**src/rtl/lpr_pkg.sv**
```systemverilog
package lpr_pkg;

	localparam int MAX_FRAMES = 8;
	localparam int PAGE_BITS  = 16;
	localparam int SLOT_W     = 3;
	localparam int RANK_W     = 3;
	localparam int FILL_W     = 4;
	localparam int CNT_W      = 16;
	localparam int CFG_W      = 4;
	localparam int OUT_BITS   = 56;

	typedef logic [PAGE_BITS-1:0] page_t;
	typedef logic [SLOT_W-1:0]    slot_t;
	typedef logic [RANK_W-1:0]    rank_t;
	typedef logic [FILL_W-1:0]    fill_t;
	typedef logic [CNT_W-1:0]     cnt_t;
	typedef logic [CFG_W-1:0]     cfg_t;

	// lookup results accumulated along the cell row
	typedef struct packed {
		logic  found;
		slot_t found_slot;
		rank_t found_rank;
		slot_t best_slot;
		rank_t best_rank;
		page_t best_page;
	} chain_t;

	// update broadcast to every cell when a transaction is taken
	typedef struct packed {
		logic  en;
		logic  clear;
		logic  load;
		slot_t slot;
		rank_t r;
	} cmd_t;

endpackage

```
**src/rtl/lru_page_replacement.sv**
```systemverilog
// LRU page replacement over up to eight page frames.
// Input stream: s_tdata carries one page reference per transaction, s_tlast
// marks the final reference of a stream. Output stream: one result per
// reference, m_tlast echoes the input mark and the totals in that result are
// final; frames and totals are cleared right after it.
// Each frame is a cell in a row; the lookup result (first match, least
// recent frame) ripples along the row and the update is broadcast back.
// The result is registered; one reference is taken every cycle while the
// output register is free or taken, set by the row's match and rank update.
// The result sits in an output register: while the receiver stalls the
// register holds, and input is refused until it is taken or freed in the
// same cycle.
// The config channel writes frames_in_use (0 acts as 1, above 8 as 8); write
// it only between streams when nothing is in flight.
// Reset (arst_n low) empties all frames, clears totals and sets
// frames_in_use to 4; no pass over the frames is needed.
module lru_page_replacement (
	input  logic        clk,
	input  logic        arst_n,
	input  logic        s_tvalid,
	output logic        s_tready,
	input  logic [15:0] s_tdata,   // [15:0] page_number
	input  logic        s_tlast,   // last_reference
	output logic        m_tvalid,
	input  logic        m_tready,
	output logic [55:0] m_tdata,   // [0] hit, [3:1] frame_slot, [4] evicted_valid,
	                               // [20:5] evicted_page, [36:21] hit_total,
	                               // [52:37] miss_total, [55:53] zero
	output logic        m_tlast,   // stream_end
	input  logic        cfg_valid,
	output logic        cfg_ready,
	input  logic [3:0]  cfg_data   // frames_in_use
);
	import lpr_pkg::*;

	cfg_t   frames_in_use_q;
	fill_t  filled_q;
	cnt_t   hit_q;
	cnt_t   miss_q;
	logic   out_valid_q;
	logic [OUT_BITS-1:0] out_data_q;
	logic   out_last_q;

	chain_t chain [MAX_FRAMES+1];
	cmd_t   cmd;
	page_t  page;
	fill_t  limit;
	logic   accept;
	logic   found;
	logic   fill;
	logic   ev_valid;
	page_t  ev_page;
	slot_t  slot;
	rank_t  r;
	cnt_t   hit_n;
	cnt_t   miss_n;

	assign page      = s_tdata[PAGE_BITS-1:0];
	assign s_tready  = !out_valid_q || m_tready;
	assign accept    = s_tvalid && s_tready;
	assign cfg_ready = 1'b1;
	assign m_tvalid  = out_valid_q;
	assign m_tdata   = out_data_q;
	assign m_tlast   = out_last_q;

	always_comb begin
		if (frames_in_use_q == '0) begin
			limit = fill_t'(1);
		end else if (frames_in_use_q > cfg_t'(MAX_FRAMES)) begin
			limit = fill_t'(MAX_FRAMES);
		end else begin
			limit = fill_t'(frames_in_use_q);
		end
	end

	assign chain[0] = '0;

	for (genvar i = 0; i < MAX_FRAMES; i++) begin : g_cell
		lpr_cell u_cell (
			.clk       (clk),
			.arst_n    (arst_n),
			.cell_idx  (slot_t'(i)),
			.page      (page),
			.filled    (filled_q),
			.cmd       (cmd),
			.chain_in  (chain[i]),
			.chain_out (chain[i+1])
		);
	end

	assign found    = chain[MAX_FRAMES].found;
	assign fill     = !found && (filled_q < limit);
	assign ev_valid = !found && !fill;
	assign ev_page  = ev_valid ? chain[MAX_FRAMES].best_page : '0;

	always_comb begin
		priority if (found) begin
			slot = chain[MAX_FRAMES].found_slot;
			r    = chain[MAX_FRAMES].found_rank;
		end else if (fill) begin
			slot = filled_q[SLOT_W-1:0];
			r    = filled_q[RANK_W-1:0];
		end else begin
			slot = chain[MAX_FRAMES].best_slot;
			r    = chain[MAX_FRAMES].best_rank;
		end
	end

	assign cmd.en    = accept;
	assign cmd.clear = s_tlast;
	assign cmd.load  = !found;
	assign cmd.slot  = slot;
	assign cmd.r     = r;

	// saturate totals at all ones
	assign hit_n  = (found && (hit_q != '1)) ? hit_q + 1'b1 : hit_q;
	assign miss_n = (!found && (miss_q != '1)) ? miss_q + 1'b1 : miss_q;

	always_ff @(posedge clk or negedge arst_n) begin
		if (!arst_n) begin
			frames_in_use_q <= cfg_t'(4);
			filled_q        <= '0;
			hit_q           <= '0;
			miss_q          <= '0;
			out_valid_q     <= 1'b0;
		end else begin
			if (cfg_valid) begin
				frames_in_use_q <= cfg_data;
			end
			if (accept) begin
				out_valid_q <= 1'b1;
				if (s_tlast) begin
					filled_q <= '0;
					hit_q    <= '0;
					miss_q   <= '0;
				end else begin
					filled_q <= fill ? filled_q + 1'b1 : filled_q;
					hit_q    <= hit_n;
					miss_q   <= miss_n;
				end
			end else if (m_tready) begin
				out_valid_q <= 1'b0;
			end
		end
	end

	// hold the result until the receiver takes it
	always_ff @(posedge clk) begin
		if (accept) begin
			out_data_q <= {3'b000, miss_n, hit_n, ev_page, ev_valid, slot, found};
			out_last_q <= s_tlast;
		end
	end

endmodule

```
**src/rtl/lpr_cell.sv**
```systemverilog
module lpr_cell (
	input  logic            clk,
	input  logic            arst_n,
	input  lpr_pkg::slot_t  cell_idx,
	input  lpr_pkg::page_t  page,
	input  lpr_pkg::fill_t  filled,
	input  lpr_pkg::cmd_t   cmd,
	input  lpr_pkg::chain_t chain_in,
	output lpr_pkg::chain_t chain_out
);
	import lpr_pkg::*;

	page_t page_q;
	rank_t rank_q;
	logic  valid;
	logic  match;

	assign valid = {1'b0, cell_idx} < filled;
	assign match = valid && (page_q == page);

	always_comb begin
		chain_out = chain_in;
		if (!chain_in.found && match) begin
			chain_out.found      = 1'b1;
			chain_out.found_slot = cell_idx;
			chain_out.found_rank = rank_q;
		end
		// the first cell, once filled, always seeds the oldest candidate, so a lone frame can be evicted
		if (valid && ((cell_idx == '0) || (rank_q > chain_in.best_rank))) begin
			chain_out.best_slot = cell_idx;
			chain_out.best_rank = rank_q;
			chain_out.best_page = page_q;
		end
	end

	always_ff @(posedge clk or negedge arst_n) begin
		if (!arst_n) begin
			rank_q <= '0;
		end else if (cmd.en) begin
			if (cmd.clear) begin
				rank_q <= '0;
			end else if (cell_idx == cmd.slot) begin
				rank_q <= '0;
			end else if (valid && (rank_q < cmd.r)) begin
				rank_q <= rank_q + 1'b1;
			end
		end
	end

	always_ff @(posedge clk) begin
		if (cmd.en && cmd.load && (cell_idx == cmd.slot)) begin
			page_q <= page;
		end
	end

endmodule

```
**config.mk**
```make
export PLATFORM = sky130hd
export DESIGN_NAME = lru_page_replacement
export DESIGN_NICKNAME = d
export VERILOG_FILES = /design/src/rtl/lpr_pkg.sv /design/src/rtl/lru_page_replacement.sv /design/src/rtl/lpr_cell.sv
export SDC_FILE = /design/constraint.sdc
export NUM_CORES = 1
export LEC_CHECK = 0
export ABC_AREA = 1
export BUFFER_PORTS_ARGS = -buffer_cell sky130_fd_sc_hd__buf_2
export CORE_AREA = 2 2 231 233
export CTS_BUF_LIST = sky130_fd_sc_hd__clkbuf_4
export CTS_CLUSTER_DIAMETER = 40
export DETAILED_ROUTE_END_ITERATION = 6
export DIE_AREA = 0 0 233 235
export PLACE_DENSITY_LB_ADDON = 0.3
export REMOVE_ABC_BUFFERS = 1
export SKIP_CTS_REPAIR_TIMING = 1
export SLEW_MARGIN = 25
export SYNTH_ARGS = -nofsm -noshare
export SYNTH_HDL_FRONTEND = slang
export SYNTH_SLANG_ARGS = --single-unit
```
**constraint.sdc**
```tcl
create_clock -name clk -period 22.9 [get_ports clk]
set_input_delay 4.58 -clock clk [delete_from_list [all_inputs] [get_ports clk]]
set_output_delay 4.58 -clock clk [all_outputs]
set_load 0.01 [all_outputs]
```
==> results by stage <==
Run status:
- The run finished with clean final reports.

Worst hold path:
- The endpoint of the worst hold path is miss_q[6].
- The kind of path behind the tightest hold check is reg2reg.
- The worst hold path begins at miss_q[6].
- The cell count of the worst hold path is 2.

Final layout:
- The sequential cells in the finished layout cover a total of 7090 um2.
- Relative to the synthesized area, the layout overhead comes to 14.0%.
- The total number of nets in the final design is 1794.
- The library cells used most frequently in the layout, excluding fill and tap cells, are sky130_fd_sc_hd__nand2_1, sky130_fd_sc_hd__inv_1, sky130_fd_sc_hd__edfxtp_1, sky130_fd_sc_hd__nor2_1, sky130_fd_sc_hd__clkbuf_4.
- Leaving out fill and tap cells, the most frequent cell in the layout is sky130_fd_sc_hd__nand2_1.
- In the final layout, the multi-input gates occupy 6080 um2.
- Of the cells placed in the final design, the portion with a size suffix greater than 1 is 0.162.
- Measured on the finished design, the core utilization comes to 0.315.
- Counting the fill cells in the layout gives 5490.

Timing:
- The clock tree skew after final layout is 0.0568 ns.
- For the finished layout, the period the worst path requires is 13.09 ns.
- Setup violations remaining at the end of the flow were counted as 0.
- Headroom to the max-slew limit came out at 0.280.
- Adding up every negative setup slack in the final design gives 0 ns.
- The worst hold slack is 0.540 ns.
- The achievable frequency is 76.4 MHz.
- Setup repair after global routing left no endpoint under its margin.
- The number of hold-slack violations in the final timing report came to 0.
- The post-route clock period utilization is 0.572.
- The final-report max-slew violation count came to 0.
- Setup slack closes at about 10 ns.
- At the pin with the least slew margin, the transition time is about 1.1 ns.

Clock tree:
- Clock-pin slew was measured on the worst setup and hold paths at roughly 0.070 ns.
- Counting along the longest clock path gives a buffer depth of 3.
- The TritonCTS sink count is approximately 250.
- The clock latency on the worst-skew pair is 0.80 ns.
- CTS placed an instance of sky130_fd_sc_hd__clkbuf_4 at the clock tree root.
- The count of H-tree levels built during CTS is 3.
- The CTS tree is done.
- Counting the buffers created by CTS gives 72.

Logic synthesis:
- For this run, the number of Yosys warnings is 0.
- Yosys mapped a number of flops with a built-in enable equal to 182.
- The fraction of the mapped netlist area in simple logic gates is 0.236.
- The average instance area after synthesis is 8.87 um2.
- The cell count after synthesis is between 1500 and 2000.
- The dominant combinational cell family by area after synthesis is simple AND/OR/NAND/NOR gates.
- The adder and majority cell fraction of the synthesized area is 0.0208.
- The post-synthesis cell type count is 59.
- The most frequently used flop master after synthesis is sky130_fd_sc_hd__edfxtp_1.
- Of all flip-flops after synthesis, the portion carrying an async set or reset was 0.263.
- The cell area that synthesis handed to floorplanning was 14400 um2.
- The xor/xnor share of the synthesized area is 0.0570.
- The compound-cell area share of the yosys netlist is 0.105.
- Of the synthesized area, sequential elements account for 0.491.
- In this run, synthesis produced a sequential element count of 247.
- Measured against the total synthesized area, the mux share comes to 0.00156.

Floorplan:
- In this run the standard cell core region covers 52200 um2.
- The floorplan die height is around 240 um.
- The die covers 54800 um2.
- The number of top-level design ports is 86.
- The die width is 233 um.
- The initial core utilization is 0.277.
- The number of core rows is 84.

Critical path:
- The depth of the worst register-to-register path is slightly below 60.
- Along the worst path, the maximum fanout reaches 37.
- By instance count, the cell type seen most on the critical path is sky130_fd_sc_hd__o21ai_0.
- The worst register-to-register path begins at filled_q[1].
- The data required time at the worst endpoint is 23.36 ns.
- In this run the critical register-to-register path is captured at g_cell[3].u_cell.page_q[15].
- The biggest cell delay along the critical path is between 0.5 and 0.6 ns.
- The arrival time of data at the critical path endpoint is 13.55 ns.
- The endpoint kind of the worst setup timing path is a register.
- The kind of launch point of the worst setup path is a register.
- The family with the most delay on the worst path is simple AND/OR/NAND/NOR gates.
- The critical path is of the reg2reg type.
- The worst register-to-register path has a setup slack of 9.81 ns.
- The worst path buffer plus inverter count is 8.
- The master of the slowest instance on the critical path is sky130_fd_sc_hd__nand3_2.

Place:
- The half-perimeter wire length after detailed placement is 33700 um.
- Prior to clock tree synthesis, the placed netlist has a worst setup slack of 10.02 ns.
- The congestion estimate from routability-driven global placement came to 0.961.
- The count of input and output buffers is 81.

GRT:
- For met2 alone, demand over resource in global routing was 0.255.
- The wire length of the first global-routing pass is roughly 70000 um.
- The initial antenna violation count was 2.
- The most congested layer reported by global routing is met2.
- Entering global routing, the biggest net connects 69 pins.
- Across every metal layer, demand over resource in global routing totals 0.168.
- The number of global-route vias before repair came to about 12000.
- The total overflow left after global routing is 0.
- For met1 alone, demand over resource in global routing was 0.233.
- In the global route stage, met3 resource usage came out at 0.0362.

Routing:
- The violation count after the first detailed-route iteration is 1263.
- In the final routed layout, each cell accounts on average for 18.7 um.
- The final wirelength is 46500 um.
- The count of unresolved DRC violations after routing is 0.
- The first TritonRoute pass finished after 5 iterations.
- The final route contains around 12000 vias.
- In the routed layout, each cell is associated on average with a via count of 4.91.
- The number of nets with antenna violations after detailed routing is 0.

Power and ir drop:
- The total power density per cell area is approximately 110 nW/um2.
- The part of the power in combinational logic is 0.431.
- The worst IR drop on VDD is approximately 0.037 mV.
- The analysis attributes to net switching a power of 794 uW.
- Of the total power, the share spent switching nets is 0.427.
- The sequential cell fraction of total power is 0.328.
- The cell leakage power is approximately 0.0070 uW.
- The internal power consumption is between 1000 and 1500 uW.
- The proportion of power drawn by the clock network is 0.241.

Flow run:
- Across the run, the number of max-cap violations was 0.
[worst register-to-register path, delay by kind of cell, from the launching register on]
kind	cells	cell delay, ns
simple gates	31	5.80
compound gates	11	3.37
fa+ha+maj	8	2.30
buf+inv	8	0.88
flops	1	0.42
[registers in the layout (all words and copies together) (netlist names)]
register / cells
g_cell.u_cell.rank_q: 24
m_tvalid: 1
m_tdata: 53
g_cell.u_cell.page_q: 128
frames_in_use_q: 4
miss_q: 16
filled_q: 4
m_tlast: 1
hit_q: 16
[cell families (layout without fill, tap and decap cells)]
logic type               after synthesis  after routing
XOR/XNOR                              94             94
flip-flops                           247            247
AND/OR/NAND/NOR                      719            719
multiplexers                           2              2
AO/OA/AOI/OAI                        238            238
other                                  2              5
adder cells (fa/ha/maj)               24             24
buffers and inverters                303            472
[per-stage QoR]
stage               area, um2  std cells  total power (uW)
finish                  16500       2489              1860
CTS                     16500       2488              1870
global placement        15500       2358              1400
floorplan               14100       1573              1150
global route            16500       2489              1980
detailed placement      15500       2358              1410
[layer usage]
metal,vias to the layer above,wire length (um)
met4,2,1490
li1,5857,-
met1,5749,21000
met3,92,3640
met2,519,20300
met5,-,13
[synthesized netlist by cell type, drive strengths merged, types with 2 or more instances]
| cell | n | area share |
|---|---|---|
| a21o | 3 | 0.0016 |
| a21oi | 23 | 0.0093 |
| a221oi | 4 | 0.0024 |
| a31oi | 19 | 0.0082 |
| buf | 27 | 0.012 |
| clkbuf | 20 | 0.0052 |
| clkinv | 9 | 0.0023 |
| conb | 2 | 0.00052 |
| dfrtp | 64 | 0.11 |
| dlygate4sd1 | 8 | 0.0049 |
| dlymetal6s2s | 2 | 0.0017 |
| edfxtp | 182 | 0.38 |
| ha | 24 | 0.021 |
| inv | 236 | 0.061 |
| mux2 | 2 | 0.0016 |
| nand2 | 312 | 0.087 |
| nand3 | 116 | 0.050 |
| nand3b | 3 | 0.0016 |
| nand4 | 52 | 0.023 |
| nor2 | 146 | 0.039 |
| nor3 | 46 | 0.016 |
| nor3b | 2 | 0.0010 |
| nor4 | 23 | 0.010 |
| nor4b | 4 | 0.0024 |
| o2111ai | 3 | 0.0018 |
| o211ai | 62 | 0.032 |
| o21ai | 81 | 0.029 |
| o221ai | 4 | 0.0024 |
| o22ai | 31 | 0.013 |
| or2 | 11 | 0.0048 |
| or3 | 2 | 0.00087 |
| or4 | 2 | 0.0010 |
| xnor2 | 28 | 0.017 |
| xor2 | 66 | 0.040 |
[power by group through the flow]
stage                     Combinational, uW  Clock (uW)  Sequential (uW)
after global placement                  786           0              617
after detailed placement                797           0              617
after floorplan                         538           0              608
final                                   802         447              610
after global routing                    879         487              616
after CTS                               800         464              610
[worst max path at each step]
stage / cells past startpoint / endpoint / startpoint / slack (ns)
2_1_floorplan: 57 / g_cell[3].u_cell.page_q[0] / filled_q[1] / 11.75
3_3_place_gp: 58 / g_cell[3].u_cell.page_q[6] / filled_q[1] / 10.66
3_5_place_dp: 57 / g_cell[3].u_cell.page_q[7] / filled_q[3] / 10.02
4_1_cts: 58 / g_cell[3].u_cell.page_q[8] / filled_q[1] / 9.96
5_1_grt: 60 / g_cell[3].u_cell.page_q[1] / filled_q[1] / 8.78
6_report: 58 / g_cell[3].u_cell.page_q[15] / filled_q[1] / 9.81
[area by class of cell]
cell class,instances,area share
Multi-Input combinational cell,1081,0.369
Antenna cell,1,0.000152
Clock buffer,105,0.0479
Inverter,245,0.0562
Tap cell,688,0.0523
Timing Repair Buffer,97,0.0319
Clock inverter,25,0.0114
Sequential cell,247,0.431
Power figures use the tool's default switching activity.
